===== config.mk =====
export PLATFORM = sky130hd
export DESIGN_NAME = gzip_header_stripper
export DESIGN_NICKNAME = d
export VERILOG_FILES = /design/src/hdl/ghs_pkg.sv /design/src/hdl/ghs_in_reg.sv /design/src/hdl/ghs_parser.sv /design/src/hdl/ghs_out_reg.sv /design/src/hdl/gzip_header_stripper.sv
export SDC_FILE = /design/constraint.sdc
export NUM_CORES = 1
export LEC_CHECK = 0
export BUFFER_PORTS_ARGS = -buffer_cell sky130_fd_sc_hd__buf_2
export CAP_MARGIN = 5
export CORE_MARGIN = 2
export CORE_UTILIZATION = 60
export CTS_CLUSTER_DIAMETER = 30
export DETAILED_ROUTE_END_ITERATION = 16
export PLACE_DENSITY = 0.8
export SLEW_MARGIN = 0
export SYNTH_ARGS = -nofsm -noshare
export SYNTH_HDL_FRONTEND = slang
export SYNTH_SLANG_ARGS = --single-unit

===== constraint.sdc =====
create_clock -name clk -period 4.2 [get_ports clk]
set_clock_uncertainty 0.15 [all_clocks]
set_input_delay 0.42 -clock clk [delete_from_list [all_inputs] [get_ports clk]]
set_output_delay 0.42 -clock clk [all_outputs]
set_load 0.05 [all_outputs]

===== src/hdl/ghs_pkg.sv =====
// package for the gzip header stripper: codes, phases and word types
package ghs_pkg;

  localparam int unsigned ByteW   = 8;
  localparam int unsigned StatusW = 3;
  localparam int unsigned SkipW   = 16;
  localparam int unsigned FlagsW  = 4;
  localparam int unsigned CrcCntW = 2;

  localparam logic [ByteW-1:0] Magic1       = 8'h1f;
  localparam logic [ByteW-1:0] Magic2       = 8'h8b;
  localparam logic [ByteW-1:0] MethodDefl   = 8'h08;
  localparam logic [ByteW-1:0] FlagRsvdMask = 8'he0;
  localparam logic [SkipW-1:0] FixedSkip    = 16'd6;

  // flag byte bits 1..4 shifted down by one
  localparam logic [FlagsW-1:0] HfHcrc    = 4'h1;
  localparam logic [FlagsW-1:0] HfExtra   = 4'h2;
  localparam logic [FlagsW-1:0] HfName    = 4'h4;
  localparam logic [FlagsW-1:0] HfComment = 4'h8;

  typedef enum logic [3:0] {
    PH_MAGIC1,
    PH_MAGIC2,
    PH_METHOD,
    PH_FLAGS,
    PH_SKIP6,
    PH_XLEN_LO,
    PH_XLEN_HI,
    PH_XDATA,
    PH_NAME,
    PH_COMMENT,
    PH_HCRC,
    PH_PAYLOAD,
    PH_STOPPED
  } phase_t;

  typedef enum logic [StatusW-1:0] {
    ST_HEADER,
    ST_OK,
    ST_BAD_MAGIC,
    ST_BAD_METHOD,
    ST_TRUNCATED,
    ST_EMPTY
  } status_t;

  typedef struct packed {
    logic [ByteW-1:0] in_byte;
    logic             end_of_input;
  } item_t;

  typedef struct packed {
    logic [ByteW-1:0] payload_byte;
    logic             payload_valid;
    status_t          status;
  } result_t;

endpackage


===== src/hdl/ghs_in_reg.sv =====
// input word register with valid flag
module ghs_in_reg (
  input  logic          clk,
  input  logic          rst_n,
  input  logic          in_tvalid,
  output logic          in_tready,
  input  ghs_pkg::item_t in_item,
  input  logic          take,      // downstream consumes the held word
  output logic          held_valid,
  output ghs_pkg::item_t held_item
);
  import ghs_pkg::*;

  logic  valid_r, valid_nxt;
  item_t item_r;

  assign in_tready = !valid_r || take;

  always_comb begin
    valid_nxt = valid_r;
    if (in_tready) begin
      valid_nxt = in_tvalid;
    end
  end

  always_ff @(posedge clk) begin
    if (!rst_n) begin
      valid_r <= 1'b0;
    end else begin
      valid_r <= valid_nxt;
    end
  end

  always_ff @(posedge clk) begin
    if (in_tready && in_tvalid) begin
      item_r <= in_item;
    end
  end

  assign held_valid = valid_r;
  assign held_item  = item_r;

endmodule


===== src/hdl/ghs_parser.sv =====
// header parse state machine: state registers and per-word next-state logic
module ghs_parser (
  input  logic             clk,
  input  logic             rst_n,
  input  logic             step,     // one word is processed this cycle
  input  ghs_pkg::item_t   item,
  output ghs_pkg::result_t result
);
  import ghs_pkg::*;

  typedef struct packed {
    phase_t phase;
    logic   set_ok;
    logic   clr_crc;
  } sect_t;

  phase_t             phase_r, phase_nxt;
  logic [SkipW-1:0]   skip_r, skip_nxt;
  logic [ByteW-1:0]   xlen_lo_r, xlen_lo_nxt;
  logic [FlagsW-1:0]  flags_r, flags_nxt;
  status_t            status_r, status_nxt;
  logic [CrcCntW-1:0] crc_cnt_r, crc_cnt_nxt;

  logic [SkipW-1:0]   skip_dec;
  logic [SkipW-1:0]   xlen_full;
  logic [CrcCntW-1:0] crc_inc;
  logic               pay_valid;
  sect_t              sect;

  // first present optional section at or after the given phase
  function automatic sect_t enter_section(input phase_t from, input logic [FlagsW-1:0] fl);
    sect_t s;
    s = '{phase: PH_PAYLOAD, set_ok: 1'b1, clr_crc: 1'b0};
    if (from <= PH_XLEN_LO && (fl & HfExtra) != '0) begin
      s = '{phase: PH_XLEN_LO, set_ok: 1'b0, clr_crc: 1'b0};
    end else if (from <= PH_NAME && (fl & HfName) != '0) begin
      s = '{phase: PH_NAME, set_ok: 1'b0, clr_crc: 1'b0};
    end else if (from <= PH_COMMENT && (fl & HfComment) != '0) begin
      s = '{phase: PH_COMMENT, set_ok: 1'b0, clr_crc: 1'b0};
    end else if (from <= PH_HCRC && (fl & HfHcrc) != '0) begin
      s = '{phase: PH_HCRC, set_ok: 1'b0, clr_crc: 1'b1};
    end
    return s;
  endfunction

  assign skip_dec  = skip_r - SkipW'(1);
  assign xlen_full = {item.in_byte, xlen_lo_r};
  assign crc_inc   = crc_cnt_r + CrcCntW'(1);

  always_comb begin
    phase_nxt   = phase_r;
    skip_nxt    = skip_r;
    xlen_lo_nxt = xlen_lo_r;
    flags_nxt   = flags_r;
    status_nxt  = status_r;
    crc_cnt_nxt = crc_cnt_r;
    pay_valid   = 1'b0;
    sect        = '{phase: PH_PAYLOAD, set_ok: 1'b0, clr_crc: 1'b0};

    if (phase_r == PH_STOPPED) begin
      // stopped: words are ignored until reset
    end else if (item.end_of_input) begin
      phase_nxt = PH_STOPPED;
      if (phase_r == PH_MAGIC1) begin
        status_nxt = ST_EMPTY;
      end else if (phase_r == PH_PAYLOAD) begin
        status_nxt = ST_OK;
      end else begin
        status_nxt = ST_TRUNCATED;
      end
    end else begin
      case (phase_r)
        PH_MAGIC1: begin
          if (item.in_byte == Magic1) begin
            phase_nxt = PH_MAGIC2;
          end else begin
            phase_nxt  = PH_STOPPED;
            status_nxt = ST_BAD_MAGIC;
          end
        end
        PH_MAGIC2: begin
          if (item.in_byte == Magic2) begin
            phase_nxt = PH_METHOD;
          end else begin
            phase_nxt  = PH_STOPPED;
            status_nxt = ST_BAD_MAGIC;
          end
        end
        PH_METHOD: begin
          if (item.in_byte == MethodDefl) begin
            phase_nxt = PH_FLAGS;
          end else begin
            phase_nxt  = PH_STOPPED;
            status_nxt = ST_BAD_METHOD;
          end
        end
        PH_FLAGS: begin
          if ((item.in_byte & FlagRsvdMask) != '0) begin
            phase_nxt  = PH_STOPPED;
            status_nxt = ST_BAD_METHOD;
          end else begin
            flags_nxt = item.in_byte[FlagsW:1];
            skip_nxt  = FixedSkip;
            phase_nxt = PH_SKIP6;
          end
        end
        PH_SKIP6: begin
          skip_nxt = skip_dec;
          if (skip_dec == '0) begin
            sect = enter_section(PH_XLEN_LO, flags_r);
          end
        end
        PH_XLEN_LO: begin
          xlen_lo_nxt = item.in_byte;
          phase_nxt   = PH_XLEN_HI;
        end
        PH_XLEN_HI: begin
          skip_nxt = xlen_full;
          if (xlen_full == '0) begin
            sect = enter_section(PH_NAME, flags_r);
          end else begin
            phase_nxt = PH_XDATA;
          end
        end
        PH_XDATA: begin
          skip_nxt = skip_dec;
          if (skip_dec == '0) begin
            sect = enter_section(PH_NAME, flags_r);
          end
        end
        PH_NAME: begin
          if (item.in_byte == '0) begin
            sect = enter_section(PH_COMMENT, flags_r);
          end
        end
        PH_COMMENT: begin
          if (item.in_byte == '0) begin
            sect = enter_section(PH_HCRC, flags_r);
          end
        end
        PH_HCRC: begin
          crc_cnt_nxt = crc_inc;
          if (crc_inc >= CrcCntW'(2)) begin
            sect = enter_section(PH_PAYLOAD, flags_r);
          end
        end
        PH_PAYLOAD: begin
          pay_valid = 1'b1;
        end
        default: begin
          phase_nxt  = PH_STOPPED;
          status_nxt = ST_TRUNCATED;
        end
      endcase

      // apply a section hop chosen above
      if (sect.set_ok || sect.phase != PH_PAYLOAD) begin
        phase_nxt = sect.phase;
      end
      if (sect.set_ok) begin
        status_nxt = ST_OK;
      end
      if (sect.clr_crc) begin
        crc_cnt_nxt = '0;
      end
    end
  end

  always_ff @(posedge clk) begin
    if (!rst_n) begin
      phase_r   <= PH_MAGIC1;
      skip_r    <= '0;
      xlen_lo_r <= '0;
      flags_r   <= '0;
      status_r  <= ST_HEADER;
      crc_cnt_r <= '0;
    end else if (step) begin
      phase_r   <= phase_nxt;
      skip_r    <= skip_nxt;
      xlen_lo_r <= xlen_lo_nxt;
      flags_r   <= flags_nxt;
      status_r  <= status_nxt;
      crc_cnt_r <= crc_cnt_nxt;
    end
  end

  assign result.payload_byte  = pay_valid ? item.in_byte : '0;
  assign result.payload_valid = pay_valid;
  assign result.status        = status_nxt;

endmodule


===== src/hdl/ghs_out_reg.sv =====
// result word register feeding the output stream
module ghs_out_reg (
  input  logic             clk,
  input  logic             rst_n,
  input  logic             load,
  input  ghs_pkg::result_t result,
  output logic             can_load,
  output logic             out_tvalid,
  input  logic             out_tready,
  output ghs_pkg::result_t held
);
  import ghs_pkg::*;

  logic    valid_r, valid_nxt;
  result_t res_r;

  assign can_load = !valid_r || out_tready;

  always_comb begin
    valid_nxt = valid_r;
    if (can_load) begin
      valid_nxt = load;
    end
  end

  always_ff @(posedge clk) begin
    if (!rst_n) begin
      valid_r <= 1'b0;
    end else begin
      valid_r <= valid_nxt;
    end
  end

  always_ff @(posedge clk) begin
    if (load) begin
      res_r <= result;
    end
  end

  assign out_tvalid = valid_r;
  assign held       = res_r;

endmodule


===== src/hdl/gzip_header_stripper.sv =====
// top level of the gzip member header stripper
//
//  channel | dir | tdata                 | tuser
//  --------+-----+-----------------------+----------------------------------
//  in_     | in  | [7:0] in_byte         | [0] end_of_input
//  out_    | out | [7:0] payload_byte    | [0] payload_valid, [3:1] status
//
// one word in, one word out; a word passes from in_ to out_ through
// the input register, then parse logic into the output register
// sustained rate one word per clock while out_tready stays high; the parse step is combinational
// rst_n (synchronous, active low) returns the parser to the first magic byte
// a stall on out_tready holds the result register; the input register takes
// one more word only if it is empty, then in_tready stays low until the result word drains
module gzip_header_stripper (
  input  logic       clk,
  input  logic       rst_n,
  input  logic       in_tvalid,
  output logic       in_tready,
  input  logic [7:0] in_tdata,   // [7:0] in_byte
  input  logic [0:0] in_tuser,   // [0] end_of_input
  output logic       out_tvalid,
  input  logic       out_tready,
  output logic [7:0] out_tdata,  // [7:0] payload_byte
  output logic [3:0] out_tuser   // [0] payload_valid, [3:1] status
);
  import ghs_pkg::*;

  item_t   in_item;
  item_t   held_item;
  logic    held_valid;
  logic    can_load;
  logic    advance;     // held word moves through the parser this cycle
  result_t parse_res;
  result_t out_res;

  assign in_item.in_byte      = in_tdata;
  assign in_item.end_of_input = in_tuser[0];

  // a word advances when it is held and the result register has room
  assign advance = held_valid && can_load;

  ghs_in_reg u_in_reg (
    .clk        (clk),
    .rst_n      (rst_n),
    .in_tvalid  (in_tvalid),
    .in_tready  (in_tready),
    .in_item    (in_item),
    .take       (advance),
    .held_valid (held_valid),
    .held_item  (held_item)
  );

  // header state only moves on an advancing word
  ghs_parser u_parser (
    .clk    (clk),
    .rst_n  (rst_n),
    .step   (advance),
    .item   (held_item),
    .result (parse_res)
  );

  ghs_out_reg u_out_reg (
    .clk        (clk),
    .rst_n      (rst_n),
    .load       (advance),
    .result     (parse_res),
    .can_load   (can_load),
    .out_tvalid (out_tvalid),
    .out_tready (out_tready),
    .held       (out_res)
  );

  // pack the result word onto the stream
  assign out_tdata = out_res.payload_byte;
  assign out_tuser = {out_res.status, out_res.payload_valid};

endmodule

# Word-level counts from Yosys, hierarchy flattened
# Cells that the tools add are included.
[op_classes]
add_sub_neg = 2
order_cmp = 1
eq_ne = 19
n_mux = 38
bitwise_logic = 3
n_reduce_logical = 22
[ops]
columns = ["operator", "count"]
rows = [
  ["two-way mux 6 bit", 9],
  ["case mux 16 bit (3 select lines)", 1],
  ["case mux 6 bit (6 select lines)", 1],
  ["two-way mux 3 bit", 11],
  ["logical NOT 16 bit", 2],
  ["two-way mux 4 bit", 7],
  ["case mux 4 bit (7 select lines)", 1],
  ["equality test 4 bit, second input constant", 5],
  ["equality test 4 x 3 -> 1 bit, second input constant", 4],
  ["two-way mux 16 bit", 1],
  ["subtractor 16 x 1 -> 16 bit, second input constant", 1],
  ["case mux 3 bit (5 select lines)", 1],
  ["AND reduction 4 bit", 3],
  ["AND reduction 5 bit", 2],
  ["equality test 4 x 2 -> 1 bit, second input constant", 2],
  ["equality test 8 x 4 -> 1 bit, second input constant", 1],
  ["equality test 8 x 5 -> 1 bit, second input constant", 1],
  ["equality test 8 bit, second input constant", 1],
  ["logical NOT 8 bit", 1],
  ["!= test 4 bit, second input constant", 2],
  ["nonzero test 8 bit", 1],
  ["OR reduction 8 bit", 1],
  ["two-way mux 2 bit", 3],
  ["OR reduction 6 bit", 1],
  ["14 further kinds", 22],
]
[word_totals]
ff_bits = 60
inputBits = 13
output_inout_bits = 14
word_cells = 98

# Longest topological paths before layout
[logic_depth]
word_depth = 12
ltp_mapped = 12
ltp_nobuf = 10

# By module
# A second synthesis with hierarchy kept.
[unflattened]
hier_cells = 407
hier_area_um2 = 3560.9
[by_module_without_submodules]
columns = ["module", "n_inst", "cells_each", "area_each_um2", "seq_area_each_um2"]
rows = [
  ["ghs_parser", 1, 376, 2817.7, 740.7],
  ["ghs_out_reg", 1, 16, 409.1, 380.4],
  ["ghs_in_reg", 1, 14, 327.8, 290.3],
  ["gzip_header_stripper", 1, 1, 6.3, 0.0],
]

# Least setup slack after synthesis
# No wires, ideal clock.
[synth_path]
path_kind = "flip-flop to flip-flop"
from = "register u_parser.skip_r[0]"
to = "register u_parser.phase_r[1]"
setup_ns = 0.121
t_arrival_ns = 2.910
path_slack_ns = 1.020
path_stages_with_launch = 13
n_path_buf = 2
synth_period_minus_slack_ns = 3.180
path_cell_list = "dfxtp_1 clkbuf_1 inv_1 ha_1 or3b_1 buf_6 o31a_1 nor3_2 nand3_1 or3_4 a22o_4 a21oi_2 mux2_2"
[synth_via]
elab_chain_cells = 10
elab_cells_between_ends = 14
classes_between = "1 x add/sub; 3 x eq/ne; 7 x mux; 3 x reduce/logical"
[synth_rtl]
columns = ["element", "line_no", "text"]
rows = [
  ["start, declared", "ghs_parser.sv:18", "logic [SkipW-1:0] skip_r, skip_nxt;"],
  ["start signal, assigned", "ghs_parser.sv:179", "skip_r <= skip_nxt;"],
  ["subtractor 16 x 1 -> 16 bit *", "ghs_parser.sv:46", "assign skip_dec = skip_r - SkipW'(1);"],
  ["logical NOT 16 bit *", "ghs_parser.sv:109, ghs_parser.sv:127", ""],
  ["two-way mux 6 bit (on tied branches)", "ghs_parser.sv:127, ghs_parser.sv:109", ""],
  ["case mux 6 bit (6 select lines) *", "ghs_parser.sv:72", "case (phase_r)"],
  ["two-way mux 6 bit *", "ghs_parser.sv:62", "end else if (item.end_of_input) begin"],
  ["two-way mux 6 bit *", "ghs_parser.sv:60", "if (phase_r == PH_STOPPED) begin"],
  ["!= test 4 bit", "ghs_parser.sv:157", "if (sect.set_ok || sect.phase != PH_PAYLOAD) begin"],
  ["logical OR 1 bit", "ghs_parser.sv:157", ""],
  ["!= test 4 bit (no line) (tied with other cells)", "-", ""],
  ["AND reduction 4 bit (no line) or two-way mux 4 bit (tied branches)", "-", ""],
  ["end signal, assigned", "ghs_parser.sv:178", "phase_r <= phase_nxt;"],
  ["end, declared", "ghs_parser.sv:17", "phase_t phase_r, phase_nxt;"],
]
# Every way passes the cells marked *; elsewhere a longest branch is shown, timed or not. The select of a mux whose other input is x is not followed.
# A chain may end at the register's enable or synchronous reset.

# Worst setup path after layout
[layout_path]
from = "register u_parser.skip_r[1]"
to = "register u_parser.phase_r[1]"
# The elaborated chain is that of the path after synthesis.

==> flow_metrics.env <==
export IMPL_fin_cells=522
export IMPL_period_share=0.801
export IMPL_yosysWarningCount=0
export IMPL_maxCapViolations=0
export IMPL_vias=3479
export IMPL_cts_tree="built"
export IMPL_grt_start_max_net_pins=36
export IMPL_period_needed_ns=3.36
export IMPL_slew_violations=0
export IMPL_gp_congestion=1.01
export IMPL_synth_area_mm2=0.00359
export IMPL_initial_core_util=0.614
export IMPL_synth_xor_area_share=0.0195
export IMPL_io_pins=27
export IMPL_status="finished, final reports clean"
export IMPL_die_w_um=81.4
export IMPL_worstPathRequired_ns=4.29
export IMPL_rows=28
export IMPL_crit_path_end_kind="register"
export IMPL_drt_wl_total_mm=9.52
export IMPL_power_density_mw_per_mm2=339
export IMPL_synth_edff_count=21
export IMPL_crit_fanout=8
export IMPL_fp_dieH_um=81.4
export IMPL_synth_nets=439
export IMPL_antenna_found_initial=0
export IMPL_slew_limit_headroom=0.447
export IMPL_cts_buffers=9
export IMPL_synthArstFlopShare=0
export IMPL_h_tree_depth=3
export IMPL_hold_class="input pin to register"
export IMPL_synth_mux_area_frac=0.0394
export IMPL_nNetsFinal=457
export IMPL_clock_sinks=60
export IMPL_r2r_end="u_parser.phase_r[1]$_SDFFE_PN0P_"
export IMPL_crit_end="u_parser.phase_r[1]$_SDFFE_PN0P_"
export IMPL_r2r_slack_ns=0.84
export IMPL_leakage_nw=1.42
export IMPL_crit_start="u_parser.skip_r[1]$_SDFFE_PN0P_"
export IMPL_detail_route_iter0_violations=391
export IMPL_synth_flop_cell="dfxtp_1"
export IMPL_tightest_slew_ns=0.823
export IMPL_place_hpwl_mm=6.58
export IMPL_worstHoldPathCells=1
export IMPL_drc=0
export IMPL_antennaDiodeCount=0
export IMPL_synth_cell_types=69
export IMPL_r2r_start="u_parser.skip_r[1]$_SDFFE_PN0P_"
export IMPL_core_area_mm2=0.00585
export IMPL_cts_hold_buf=0
export IMPL_first_pass_iters=6
export IMPL_grt_pass1_vias=3172
export IMPL_vias_per_cell=6.66
export IMPL_synth_top_family_by_area="simple AND/OR/NAND/NOR gates"
export IMPL_start_kind="register"
export IMPL_r2r_cells=10
export IMPL_cts_root_buf="clkbuf_8"
export IMPL_dp_cells=506
export IMPL_finalHoldViolations=0
export IMPL_synthAdderAreaFrac=0.00697
export IMPL_grt_use_total=0.304
export IMPL_ys_ff_latch=60
export IMPL_portBuffers=26
export IMPL_clk_insertion_delay_late_ns=0.35
export IMPL_worstPathArrival_ns=3.46
export IMPL_grt_pass1_wl_mm=15.2
export IMPL_cts_resized=0
export IMPL_grt_setup_unrepaired="no"
export IMPL_ir_drop_mv=0.260
export IMPL_synth_compound_area_share=0.228
export IMPL_wl_per_cell_um=18.2
export IMPL_setup_viol=0
export IMPL_cts_setup_buffers=0
export IMPL_tns_ns=0
export IMPL_cts_buffer_depth=2
export IMPL_overflow=0
export IMPL_path_class="register to register"
export IMPL_drive_gt1_frac=0.130
export IMPL_ys_seq_area_frac=0.393
export IMPL_die_area_mm2=0.00662
export IMPL_syn_inst=424
export IMPL_drt_antenna_violating_nets=0
export IMPL_synth_simple_area_share=0.266
export IMPL_clock_fmax_mhz=297
export IMPL_synthToLayoutAreaGrowth_pct=9.48
export IMPL_path_clk_slew_ns=0.08
export IMPL_avgSynthCellArea_um2=8.47
## metrics by stage
step / instance area, um^2 / total power, mW / setup slack (ns) / hold WS [ns] / util
detailed placement: 3740 / 0.828 / 0.887 / 0.327 / 0.639
floorplan: 3590 / 0.784 / 1.02 / 0.300 / -
global route: 3930 / 1.38 / 0.740 / 0.0861 / 0.672
CTS: 3930 / 1.33 / 0.865 / 0.0859 / 0.672
global placement: 3740 / 0.826 / 0.987 / 0.317 / 0.639
finish: 3930 / 1.33 / 0.836 / 0.0971 / 0.672
## sequential cells by signal, indices dropped and copies added (netlist names)
name	flops
u_parser.phase_r	4
u_out_reg.held	12
u_in_reg.held_item	9
u_parser.skip_r	16
u_parser.flags_r	4
u_parser.status_r	3
u_parser.crc_cnt_r	2
u_out_reg.out_tvalid	1
u_in_reg.held_valid	1
u_parser.xlen_lo_r	8
## worst min path at each step
stage,startpoint,endpoint
floorplan,u_parser.status_r[0]$_SDFFE_PN0P_,u_parser.status_r[0]$_SDFFE_PN0P_
global placement,u_parser.status_r[0]$_SDFFE_PN0P_,u_parser.status_r[0]$_SDFFE_PN0P_
detailed placement,u_parser.status_r[0]$_SDFFE_PN0P_,u_parser.status_r[0]$_SDFFE_PN0P_
CTS,in_tdata[3],u_in_reg.held_item[4]$_DFFE_PP_
global route,in_tuser,u_in_reg.held_item[0]$_DFFE_PP_
finish,in_tdata[3],u_in_reg.held_item[4]$_DFFE_PP_
## synth_stat cells (all sizes together) (12+ instances only)
| cell | n | area share |
|---|---|---|
| clkbuf | 18 | 0.019 |
| nand2 | 43 | 0.045 |
| nor2 | 55 | 0.057 |
| o21ai | 32 | 0.045 |
| a21oi | 15 | 0.022 |
| nand3 | 12 | 0.017 |
| mux2i | 13 | 0.036 |
| nor3 | 12 | 0.018 |
| nor4 | 12 | 0.027 |
| dfxtp | 39 | 0.22 |
| edfxtp | 21 | 0.18 |
## critical path, stage by stage (launching register included)
cell and delay, ns:
dfxtp_1 0.38, inv_1 0.10, ha_1 0.28, or3b_1 0.51, o31a_1 0.32, nor3_2 0.24
nand3_1 0.10, or3_4 0.41, a22o_4 0.26, a21oi_2 0.17, mux2_2 0.35
## cells in the final DEF (no fill, tap or decap), types with 4 or more instances in the layout
master / n
nand4_1: 6
and2_1: 10
buf_4: 6
a22oi_1: 10
a211oi_1: 8
nand2b_1: 8
o31ai_1: 7
nor2b_1: 4
o22ai_1: 4
nor4_1: 9
a311oi_1: 4
dfxtp_1: 39
clkbuf_8: 9
inv_1: 10
buf_2: 26
nand2_1: 43
nor3_1: 11
xor2_1: 5
a21oi_1: 14
nand3_1: 12
edfxtp_1: 21
nor2_1: 55
o21ai_0: 31
o211ai_1: 5
mux2i_1: 13
a32oi_1: 6
a31oi_1: 4
## report_power, final
group	switching (mW)	internal, mW	leakage [nW]	total (mW)
Clock	0.237	0.274	0.0943	0.511
Sequential	0.0243	0.619	0.520	0.643
Combinational	0.116	0.0623	0.808	0.178
## metal layers
| metal | GRT usage | vias to the layer above | part of all wire |
|---|---|---|---|
| met1 | 0.362 | 1632 | 0.41 |
| met3 | 0.0800 | 38 | 0.076 |
| met2 | 0.502 | 186 | 0.48 |
| met4 | 0.158 | 0 | 0.034 |
| li1 | - | 1623 | - |
| met5 | 0 | - | 0 |
## cell families (layout without fill, tap and decap cells)
family / Yosys count / count (layout)
AOI/OAI and AO/OA: 119 / 119
DFF: 60 / 60
muxes: 14 / 14
xor gates and xnor gates: 8 / 8
adders and majority gates: 2 / 2
buffers and inverters: 36 / 59
and+or+nand+nor: 185 / 185
## layout make-up
class	instances	area, um^2
fillers	476	1920
well taps	75	93.8
clock inverters	6	63.8
multi-input cells	328	2020
clock buffers	10	128
inverters	11	41.3
repair buffers	32	175
flip-flops and latches	60	1410
(Power assumes the default switching activity.)
